===== config.mk =====
export PLATFORM = sky130hd
export DESIGN_NAME = cfir_cell
export DESIGN_NICKNAME = d
export VERILOG_FILES = /design/src/hdl/assert_macros.svh /design/src/hdl/cfir_pkg.sv /design/src/hdl/cfir_cell.sv
export SDC_FILE = /design/constraint.sdc
export NUM_CORES = 2
export LEC_CHECK = 0
export BUFFER_PORTS_ARGS = -buffer_cell sky130_fd_sc_hd__buf_4
export CORE_ASPECT_RATIO = 1.4
export CORE_MARGIN = 4
export CORE_UTILIZATION = 45
export CTS_CLUSTER_DIAMETER = 120
export DETAILED_ROUTE_END_ITERATION = 10
export GPL_TIMING_DRIVEN = 0
export PLACE_DENSITY = 0.73
export SLEW_MARGIN = 20
export SYNTH_ARGS = -nofsm -noshare
export SYNTH_HDL_FRONTEND = slang
export SYNTH_SLANG_ARGS = --single-unit

===== constraint.sdc =====
create_clock -name clk -period 9.7 [get_ports clk]
set_input_delay 0 -clock clk [delete_from_list [all_inputs] [get_ports clk]]
set_output_delay 0 -clock clk [all_outputs]
set_load 0.1 [all_outputs]

===== src/hdl/assert_macros.svh =====
// Assertion macros used by the filter RTL.
`ifndef ASSERT_MACROS_SVH
`define ASSERT_MACROS_SVH

// Checks a property on every rising edge of clk outside of reset.
`define ASSERT_HOLDS(label, prop, msg) \
  label: assert property (@(posedge clk) disable iff (rst) prop) else $error(msg);

// Checks that a condition never occurs outside of reset.
`define ASSERT_NEVER(label, expr, msg) \
  `ASSERT_HOLDS(label, !(expr), msg)

`endif


===== src/hdl/cfir_pkg.sv =====
// Package with constants, types and the rounding function of the complex FIR filter.
package cfir_pkg;

  localparam int MAX_TAPS    = 32;
  localparam int SAMPLE_BITS = 16;
  localparam int COEF_BITS   = 16;

  localparam int DATA_W      = 16;
  localparam int TAP_INDEX_W = 5;
  localparam int TAP_COUNT_W = 6;
  localparam int CFG_INDEX_W = 1;
  localparam int CFG_DATA_W  = 6;

  localparam int IDX_W  = $clog2(MAX_TAPS);
  localparam int CNT_W  = $clog2(MAX_TAPS + 1);
  localparam int EXT_W  = ((IDX_W > TAP_INDEX_W) ? IDX_W : TAP_INDEX_W) + 1;
  localparam int LEVELS = $clog2(MAX_TAPS);
  localparam int LEAVES = 1 << LEVELS;

  localparam int MUL_W  = SAMPLE_BITS + COEF_BITS;
  localparam int PROD_W = MUL_W + 1;
  localparam int ACC_W  = PROD_W + LEVELS;
  localparam int RND_W  = ACC_W + 1;

  localparam int SAT_HI    = (2 ** (SAMPLE_BITS - 1)) - 1;
  localparam int SAT_LO    = -(2 ** (SAMPLE_BITS - 1));
  localparam int RND_BIAS  = 2 ** (COEF_BITS - 2);
  localparam int RND_SHIFT = COEF_BITS - 1;

  localparam logic [TAP_COUNT_W-1:0] TAP_COUNT_RESET = TAP_COUNT_W'(32);

  typedef enum logic {
    KIND_SAMPLE = 1'b0,
    KIND_TAP    = 1'b1
  } kind_t;

  typedef enum logic [CFG_INDEX_W-1:0] {
    CFG_TAP_COUNT = 1'b0,
    CFG_REAL_TAPS = 1'b1
  } cfg_reg_t;

  typedef struct packed {
    logic valid;
    logic last;
  } tag_t;

  typedef struct packed {
    logic shift;
    logic load;
    logic rotate;
    logic tap_we;
    logic active;
    logic real_taps;
  } cell_ctl_t;

  typedef struct packed {
    logic signed [SAMPLE_BITS-1:0] value;
    logic                          clip;
  } sat_t;

  function automatic sat_t round_sat(input logic signed [ACC_W-1:0] acc);
    logic signed [RND_W-1:0] r;
    sat_t                    res;
    r = (RND_W'(acc) + RND_W'(RND_BIAS)) >>> RND_SHIFT;
    priority if (r > RND_W'(SAT_HI)) begin
      res.value = SAMPLE_BITS'(SAT_HI);
      res.clip  = 1'b1;
    end else if (r < RND_W'(SAT_LO)) begin
      res.value = SAMPLE_BITS'(SAT_LO);
      res.clip  = 1'b1;
    end else begin
      res.value = r[SAMPLE_BITS-1:0];
      res.clip  = 1'b0;
    end
    return res;
  endfunction

endpackage


===== src/hdl/cfir_cell.sv =====
// One filter cell: a window sample, a tap on the rotation ring and its complex product.
module cfir_cell (
  input  logic                                        clk,
  input  logic                                        rst,
  input  cfir_pkg::cell_ctl_t                         ctl,
  input  logic signed [cfir_pkg::SAMPLE_BITS-1:0]     x_right_re,
  input  logic signed [cfir_pkg::SAMPLE_BITS-1:0]     x_right_im,
  input  logic signed [cfir_pkg::COEF_BITS-1:0]       tap_in_re,
  input  logic signed [cfir_pkg::COEF_BITS-1:0]       tap_in_im,
  input  logic signed [cfir_pkg::COEF_BITS-1:0]       tap_right_re,
  input  logic signed [cfir_pkg::COEF_BITS-1:0]       tap_right_im,
  output logic signed [cfir_pkg::SAMPLE_BITS-1:0]     x_re,
  output logic signed [cfir_pkg::SAMPLE_BITS-1:0]     x_im,
  output logic signed [cfir_pkg::COEF_BITS-1:0]       tap_re,
  output logic signed [cfir_pkg::COEF_BITS-1:0]       tap_im,
  output logic signed [cfir_pkg::PROD_W-1:0]          prod_re,
  output logic signed [cfir_pkg::PROD_W-1:0]          prod_im
);

  logic signed [cfir_pkg::SAMPLE_BITS-1:0] x_next_re;
  logic signed [cfir_pkg::SAMPLE_BITS-1:0] x_next_im;
  logic signed [cfir_pkg::COEF_BITS-1:0]   ti;
  logic signed [cfir_pkg::MUL_W-1:0]       p_rr;
  logic signed [cfir_pkg::MUL_W-1:0]       p_ii;
  logic signed [cfir_pkg::MUL_W-1:0]       p_ri;
  logic signed [cfir_pkg::MUL_W-1:0]       p_ir;

  always_comb begin
    x_next_re = ctl.shift ? x_right_re : x_re;
    x_next_im = ctl.shift ? x_right_im : x_im;
    ti        = ctl.real_taps ? '0 : tap_im;
    p_rr      = cfir_pkg::MUL_W'(tap_re) * cfir_pkg::MUL_W'(x_next_re);
    p_ii      = cfir_pkg::MUL_W'(ti) * cfir_pkg::MUL_W'(x_next_im);
    p_ri      = cfir_pkg::MUL_W'(tap_re) * cfir_pkg::MUL_W'(x_next_im);
    p_ir      = cfir_pkg::MUL_W'(ti) * cfir_pkg::MUL_W'(x_next_re);
  end

  always_ff @(posedge clk) begin
    if (rst) begin
      x_re <= '0;
      x_im <= '0;
    end else if (ctl.shift) begin
      x_re <= x_right_re;
      x_im <= x_right_im;
    end
  end

  always_ff @(posedge clk) begin
    if (ctl.tap_we) begin
      tap_re <= tap_in_re;
      tap_im <= tap_in_im;
    end else if (ctl.rotate) begin
      tap_re <= tap_right_re;
      tap_im <= tap_right_im;
    end
    if (ctl.load) begin
      prod_re <= ctl.active ?
                 cfir_pkg::PROD_W'(p_rr) - cfir_pkg::PROD_W'(p_ii) : '0;
      prod_im <= ctl.active ?
                 cfir_pkg::PROD_W'(p_ri) + cfir_pkg::PROD_W'(p_ir) : '0;
    end
  end

endmodule


**Word-level counts from Yosys, hierarchy flattened**

Cells that the tools add are included.

- Logic and storage cells: 20
- Register bits after elaboration: 130
- Input bits: 104
- Output and inout port bits: 130

- Multiply operators: 4
- Multiplexer cells: 7
- Add/sub/neg operators: 2
- Reductions and logical operators: 1

Operators by type and width:

| kind | number |
|---|---|
| $mul 16x16->32 | 4 |
| $mux 16 | 7 |
| $add 32x32->33 | 1 |
| $sub 32x32->33 | 1 |
| $reduce_bool 2->1 | 1 |

**Depth between registers and ports, before layout**

- Depth in word-level cells: 3
- Mapped depth: 32
- Depth with buffers taken out: 28

**Least setup slack after synthesis**

OpenSTA, ideal clock, no wires.

- Path kind: register to register
- From: reg x_re[0] (netlist bit)
- To: reg prod_im[32] (netlist bit) (data pin)
- Arrival: 8.338 ns
- Stages on the path, launching flop included: 26
- Buffers on the path: 1
- Required time: 9.445 ns
- Period minus slack after synthesis: 8.592 ns
- Slack: 1.108 ns
- Library setup time: 0.255 ns
- Path through: dfxtp_1 -> mux2i_1 -> clkbuf_1 -> nor2_1 -> inv_1 -> fa_1 -> fa_1 -> fa_1 -> inv_1 -> fa_1 -> fa_1 -> fa_1 -> fa_1 -> inv_1 -> fa_1 -> inv_1 -> ha_1 -> a21oi_1 -> nor2b_1 -> o21ai_0 -> a221oi_1 -> a2111oi_4 -> o311ai_1 -> a21oi_1 -> xnor2_1 -> and2_1

- Word-level cells in the longest chain between the ends: 3

RTL lines:

| item | RTL line | text |
|---|---|---|
| from (decl) | cfir_cell.sv:12 | `output logic signed [cfir_pkg::SAMPLE_BITS-1:0] x_re,` |
| from (signal assigned) | cfir_cell.sv:43 | `x_re <= x_right_re;` |
| $mux 16 | - |  |
| $mul 16x16->32 | cfir_cell.sv:35 | `p_ir = cfir_pkg::MUL_W'(ti) * cfir_pkg::MUL_W'(x_next_re);` |
| $add 32x32->33 | cfir_cell.sv:60 | `cfir_pkg::PROD_W'(p_ri) + cfir_pkg::PROD_W'(p_ir) : '0;` |
| to (signal assigned) | cfir_cell.sv:59 | `prod_im <= ctl.active ?` |
| to (decl) | cfir_cell.sv:17 | `output logic signed [cfir_pkg::PROD_W-1:0] prod_im` |

No other way between the ends.
A chain may end at the register's enable or synchronous reset.

**Worst setup path after layout**

- From: reg x_re[9] (netlist bit)
- To: reg prod_re[32] (netlist bit) (data pin)

- Word-level cells in the longest chain between the ends: 3

RTL lines:

| item | RTL line | text |
|---|---|---|
| $mux 16 | - |  |
| $mul 16x16->32 | cfir_cell.sv:32 | `p_rr = cfir_pkg::MUL_W'(tap_re) * cfir_pkg::MUL_W'(x_next_re);` |
| $sub 32x32->33 | cfir_cell.sv:58 | `cfir_pkg::PROD_W'(p_rr) - cfir_pkg::PROD_W'(p_ii) : '0;` |
| to (signal assigned) | cfir_cell.sv:57 | `prod_re <= ctl.active ?` |
| to (decl) | cfir_cell.sv:16 | `output logic signed [cfir_pkg::PROD_W-1:0] prod_re,` |

No other way between the ends.

==> summary.txt <==
CTS
  – CTS tree: done
  – Clk_lat worst skew: approximately 0.54 ns
  – Clock slew at reported path FFs: around 0.070 ns
  – Num CTS Buffers: 17
  – Root Driver: clkbuf_16
  – # clock sinks: between 100 and 150
  – Clock Tree Buf Depth: 2
  – CTS H-Tree Depth: 4

Worst setup path
  – Worst endpoint data arrival time: just under 10 ns
  – CP max FO: 10
  – CP peak stage delay: ~0.92 ns
  – CP Class: register to register
  – Worst EP required: between 9 and 10 ns
  – Critical path launch point type: register
  – CP max-delay cell: clkbuf_1
  – CP Buf/Inv Count: 5
  – Crit-path most repeated cell: fa_1
  – CP Capture Type: register
  – CP top delay family: adder cells

Cells and area
  – Ratio of cells with drive above 1 in the final layout: 8.303%
  – Commonest non-fill, non-tap cells in the layout: 1276 x inv_1, 1172 x fa_1, 519 x nand2_1, 326 x nor2_1, 310 x ha_1
  – Area delta synth->final: 11.06%
  – Most frequent standard cell in the layout excluding fill and tap cells: inv_1
  – Fin nets: between 6000 and 7000
  – Final core occ: about 50%

Yosys
  – EDFF count, synth: slightly below 100
  – Synthesis Warnings: 0
  – Seq cells post-synth: 130
  – Post-synthesis area per instance: 9.673 um^2
  – Mapped Cells: between 4000 and 5000
  – Ys flop type: edfxtp_1
  – Syn nets: 6252
  – Seq/Total Area, Yosys: 7.941%
  – Unique cell type count in the Yosys netlist: 61
  – Synthesized area: between 0.04 and 0.05 mm^2
  – Async SR Flop Fraction: 0%

Global route
  – Gr ovfl total: 0
  – Gr usage total: 34.75%
  – Vias in the first global route: around 38000
  – Pin count of the biggest net entering global routing: 67
  – Global-route wire length before repair: ~250 mm
  – Initial antenna violation count: 16

Route
  – DRC Markers: 0
  – 1st-pass router iterations: 5
  – Vias per Instance: between 5 and 6
  – Detailed Route Iter0 Violations: roughly 3000
  – Via count: ~35000
  – Number of antenna-violating nets in the routed design: 0
  – Detailed-route wire length: between 150 and 200 mm
  – Wire length per cell: 27.97 um

Timing
  – Worst-case clock skew: around 0.016 ns
  – RSZ-0062 raised after global routing: no
  – Slew HR: between 10 and 15%
  – Max Slew Vio Count: 0
  – Setup violators final: 0
  – Final Hold Fails: 0
  – Tcrit/Tclk final: 98.66%
  – FMAX: ~0.10 GHz
  – Sum of negative setup slack: 0 ns
  – Min cycle time layout: around 9.6 ns
  – Slew @ Worst Pin: 1.276 ns

Run
  – Max-Cap Viols: 0

Placed design
  – Port-buffer cells: approximately 230
  – Dpl hpwl: approximately 150 mm
  – Gpl congestion: between 1 and 1.5

Status
  – Run status: finished clean

Floorplan
  – Total Die Area: approximately 0.11 mm^2
  – Core footprint: roughly 0.1 mm^2
  – Num rows: 137
  – Die height: ~380 um
  – Die X: around 280 um
  – # IOs: between 200 and 250
  – Initial Util: roughly 45%

Hold path
  – Worst Hold Class: primary input to register
-- cell usage after synthesis (3+ instances only) --
master	n	area, um^2
inv_1	1277	4793
fa_1	1173	23480
nand2_1	519	1948
nor2_1	327	1227
ha_1	310	3879
and2_1	280	1752
clkbuf_1	184	690.7
edfxtp_1	98	2943
xnor2_1	71	621.9
mux2_2	62	698.2
a21oi_1	38	190.2
nand2b_1	37	231.5
nor2b_1	34	212.7
dfxtp_1	32	640.6
mux2i_1	32	320.3
o21ai_0	25	125.1
xor2_1	19	166.4
a21o_1	17	127.6
buf_1	16	60.06
or2_2	9	56.30
o21bai_1	8	60.06
and3_1	7	43.79
nand3_1	7	35.03
a211oi_1	6	45.04
o21a_1	6	45.04
a31oi_1	5	31.28
nor3_1	5	25.02
o211ai_1	5	37.54
o21ai_1	5	25.02
buf_2	4	20.02
a41oi_4	3	82.58
o21ai_2	3	26.28
or3_1	3	18.77
-- flip-flops by register name, indices dropped and copies added, names as in the netlist --
signal	count
x_re	16
prod_im	33
tap_re	16
x_im	16
prod_re	33
tap_im	16
-- timing repair --
item / in CTS / in global routing
gates resized for setup: 15 / 63
buffers inserted: 4 / 0
endpoints found under the setup margin: 17 / 8
endpoints found under the hold margin: 52 / 2
hold buffers: 80 / 2
-- path summary, 6_finish.rpt --
| check | to | slack, ns | cells after the start | start |
|---|---|---|---|---|
| setup reg to reg | prod_re[32] | 0.13 | 25 | x_re[9] |
| setup / recovery | prod_re[32] | 0.13 | 25 | x_re[9] |
| hold reg to reg | x_im[3] | 0.68 | 2 | x_im[3] |
| hold / removal | prod_im[31] | 0.003 | 1 | ctl[4] |
-- cell type report --
| class | instances | area (um^2) |
|---|---|---|
| Timing Repair Buffer | 319 | 2608 |
| Clock inverter | 14 | 121.4 |
| Tap cell | 1320 | 1652 |
| Fill cell | 9199 | 49480 |
| Buffer | 198 | 829.5 |
| Multi-Input combinational cell | 3054 | 36070 |
| Clock buffer | 18 | 429.2 |
| Sequential cell | 130 | 3583 |
| Antenna cell | 9 | 22.52 |
| Inverter | 1277 | 4797 |
-- worst reg2reg max path: stages, from the launching register on --
cell and delay, ns:
dfxtp_1 0.43, mux2_2 0.23, clkbuf_1 0.38, clkbuf_1 0.92, nand2_1 0.20, fa_1 0.56, fa_1 0.62, fa_1 0.58
inv_1 0.06, fa_1 0.48, fa_1 0.73, fa_1 0.57, fa_1 0.52, inv_1 0.06, fa_1 0.48, inv_1 0.04
ha_1 0.37, a2111oi_0 0.38, o21ai_0 0.17, a31oi_1 0.18, o21ai_0 0.14, a41oi_4 0.42, o21ai_2 0.13, a221oi_2 0.42
xnor2_1 0.12, and2_1 0.16
-- kinds of logic (layout without fill, tap and decap cells) --
group	Yosys count	after routing	share of synthesized area (%)
AOI/OAI and AO/OA	150	150	2.648
and+or+nand+nor	1237	1237	12.44
muxes	94	94	2.257
other	0	9	0
DFF	130	130	7.941
xor gates and xnor gates	90	90	1.747
adders and majority gates	1483	1483	60.63
buffers and inverters	1481	1826	12.33
-- per-stage QoR --
| step | area (um^2) | instances | hold WS (ns) | setup WS (ns) |
|---|---|---|---|---|
| final | 50120 | 6339 | 0.003358 | 0.1302 |
| after global routing | 50090 | 6330 | 0.05529 | 0.001175 |
| after CTS | 49980 | 6330 | 0.002071 | 0.01444 |
| after detailed placement | 48560 | 6218 | 0.2123 | -1.175 |
| after global placement | 48510 | 6216 | 0.2102 | -1.612 |
| after floorplan | 45120 | 4665 | 0.07238 | 1.108 |
-- per-layer routing --
| layer | GRT usage (%) | routed length [um] |
|---|---|---|
| met3 | 8.206 | 15050 |
| met4 | 35.82 | 24940 |
| met5 | 0.2350 | 133 |
| met2 | 55.87 | 83200 |
| met1 | 35.99 | 53970 |
Power is left out: the tool's default activity adds up to more than one toggle a clock period on the data nets, which glitch-free logic cannot reach.
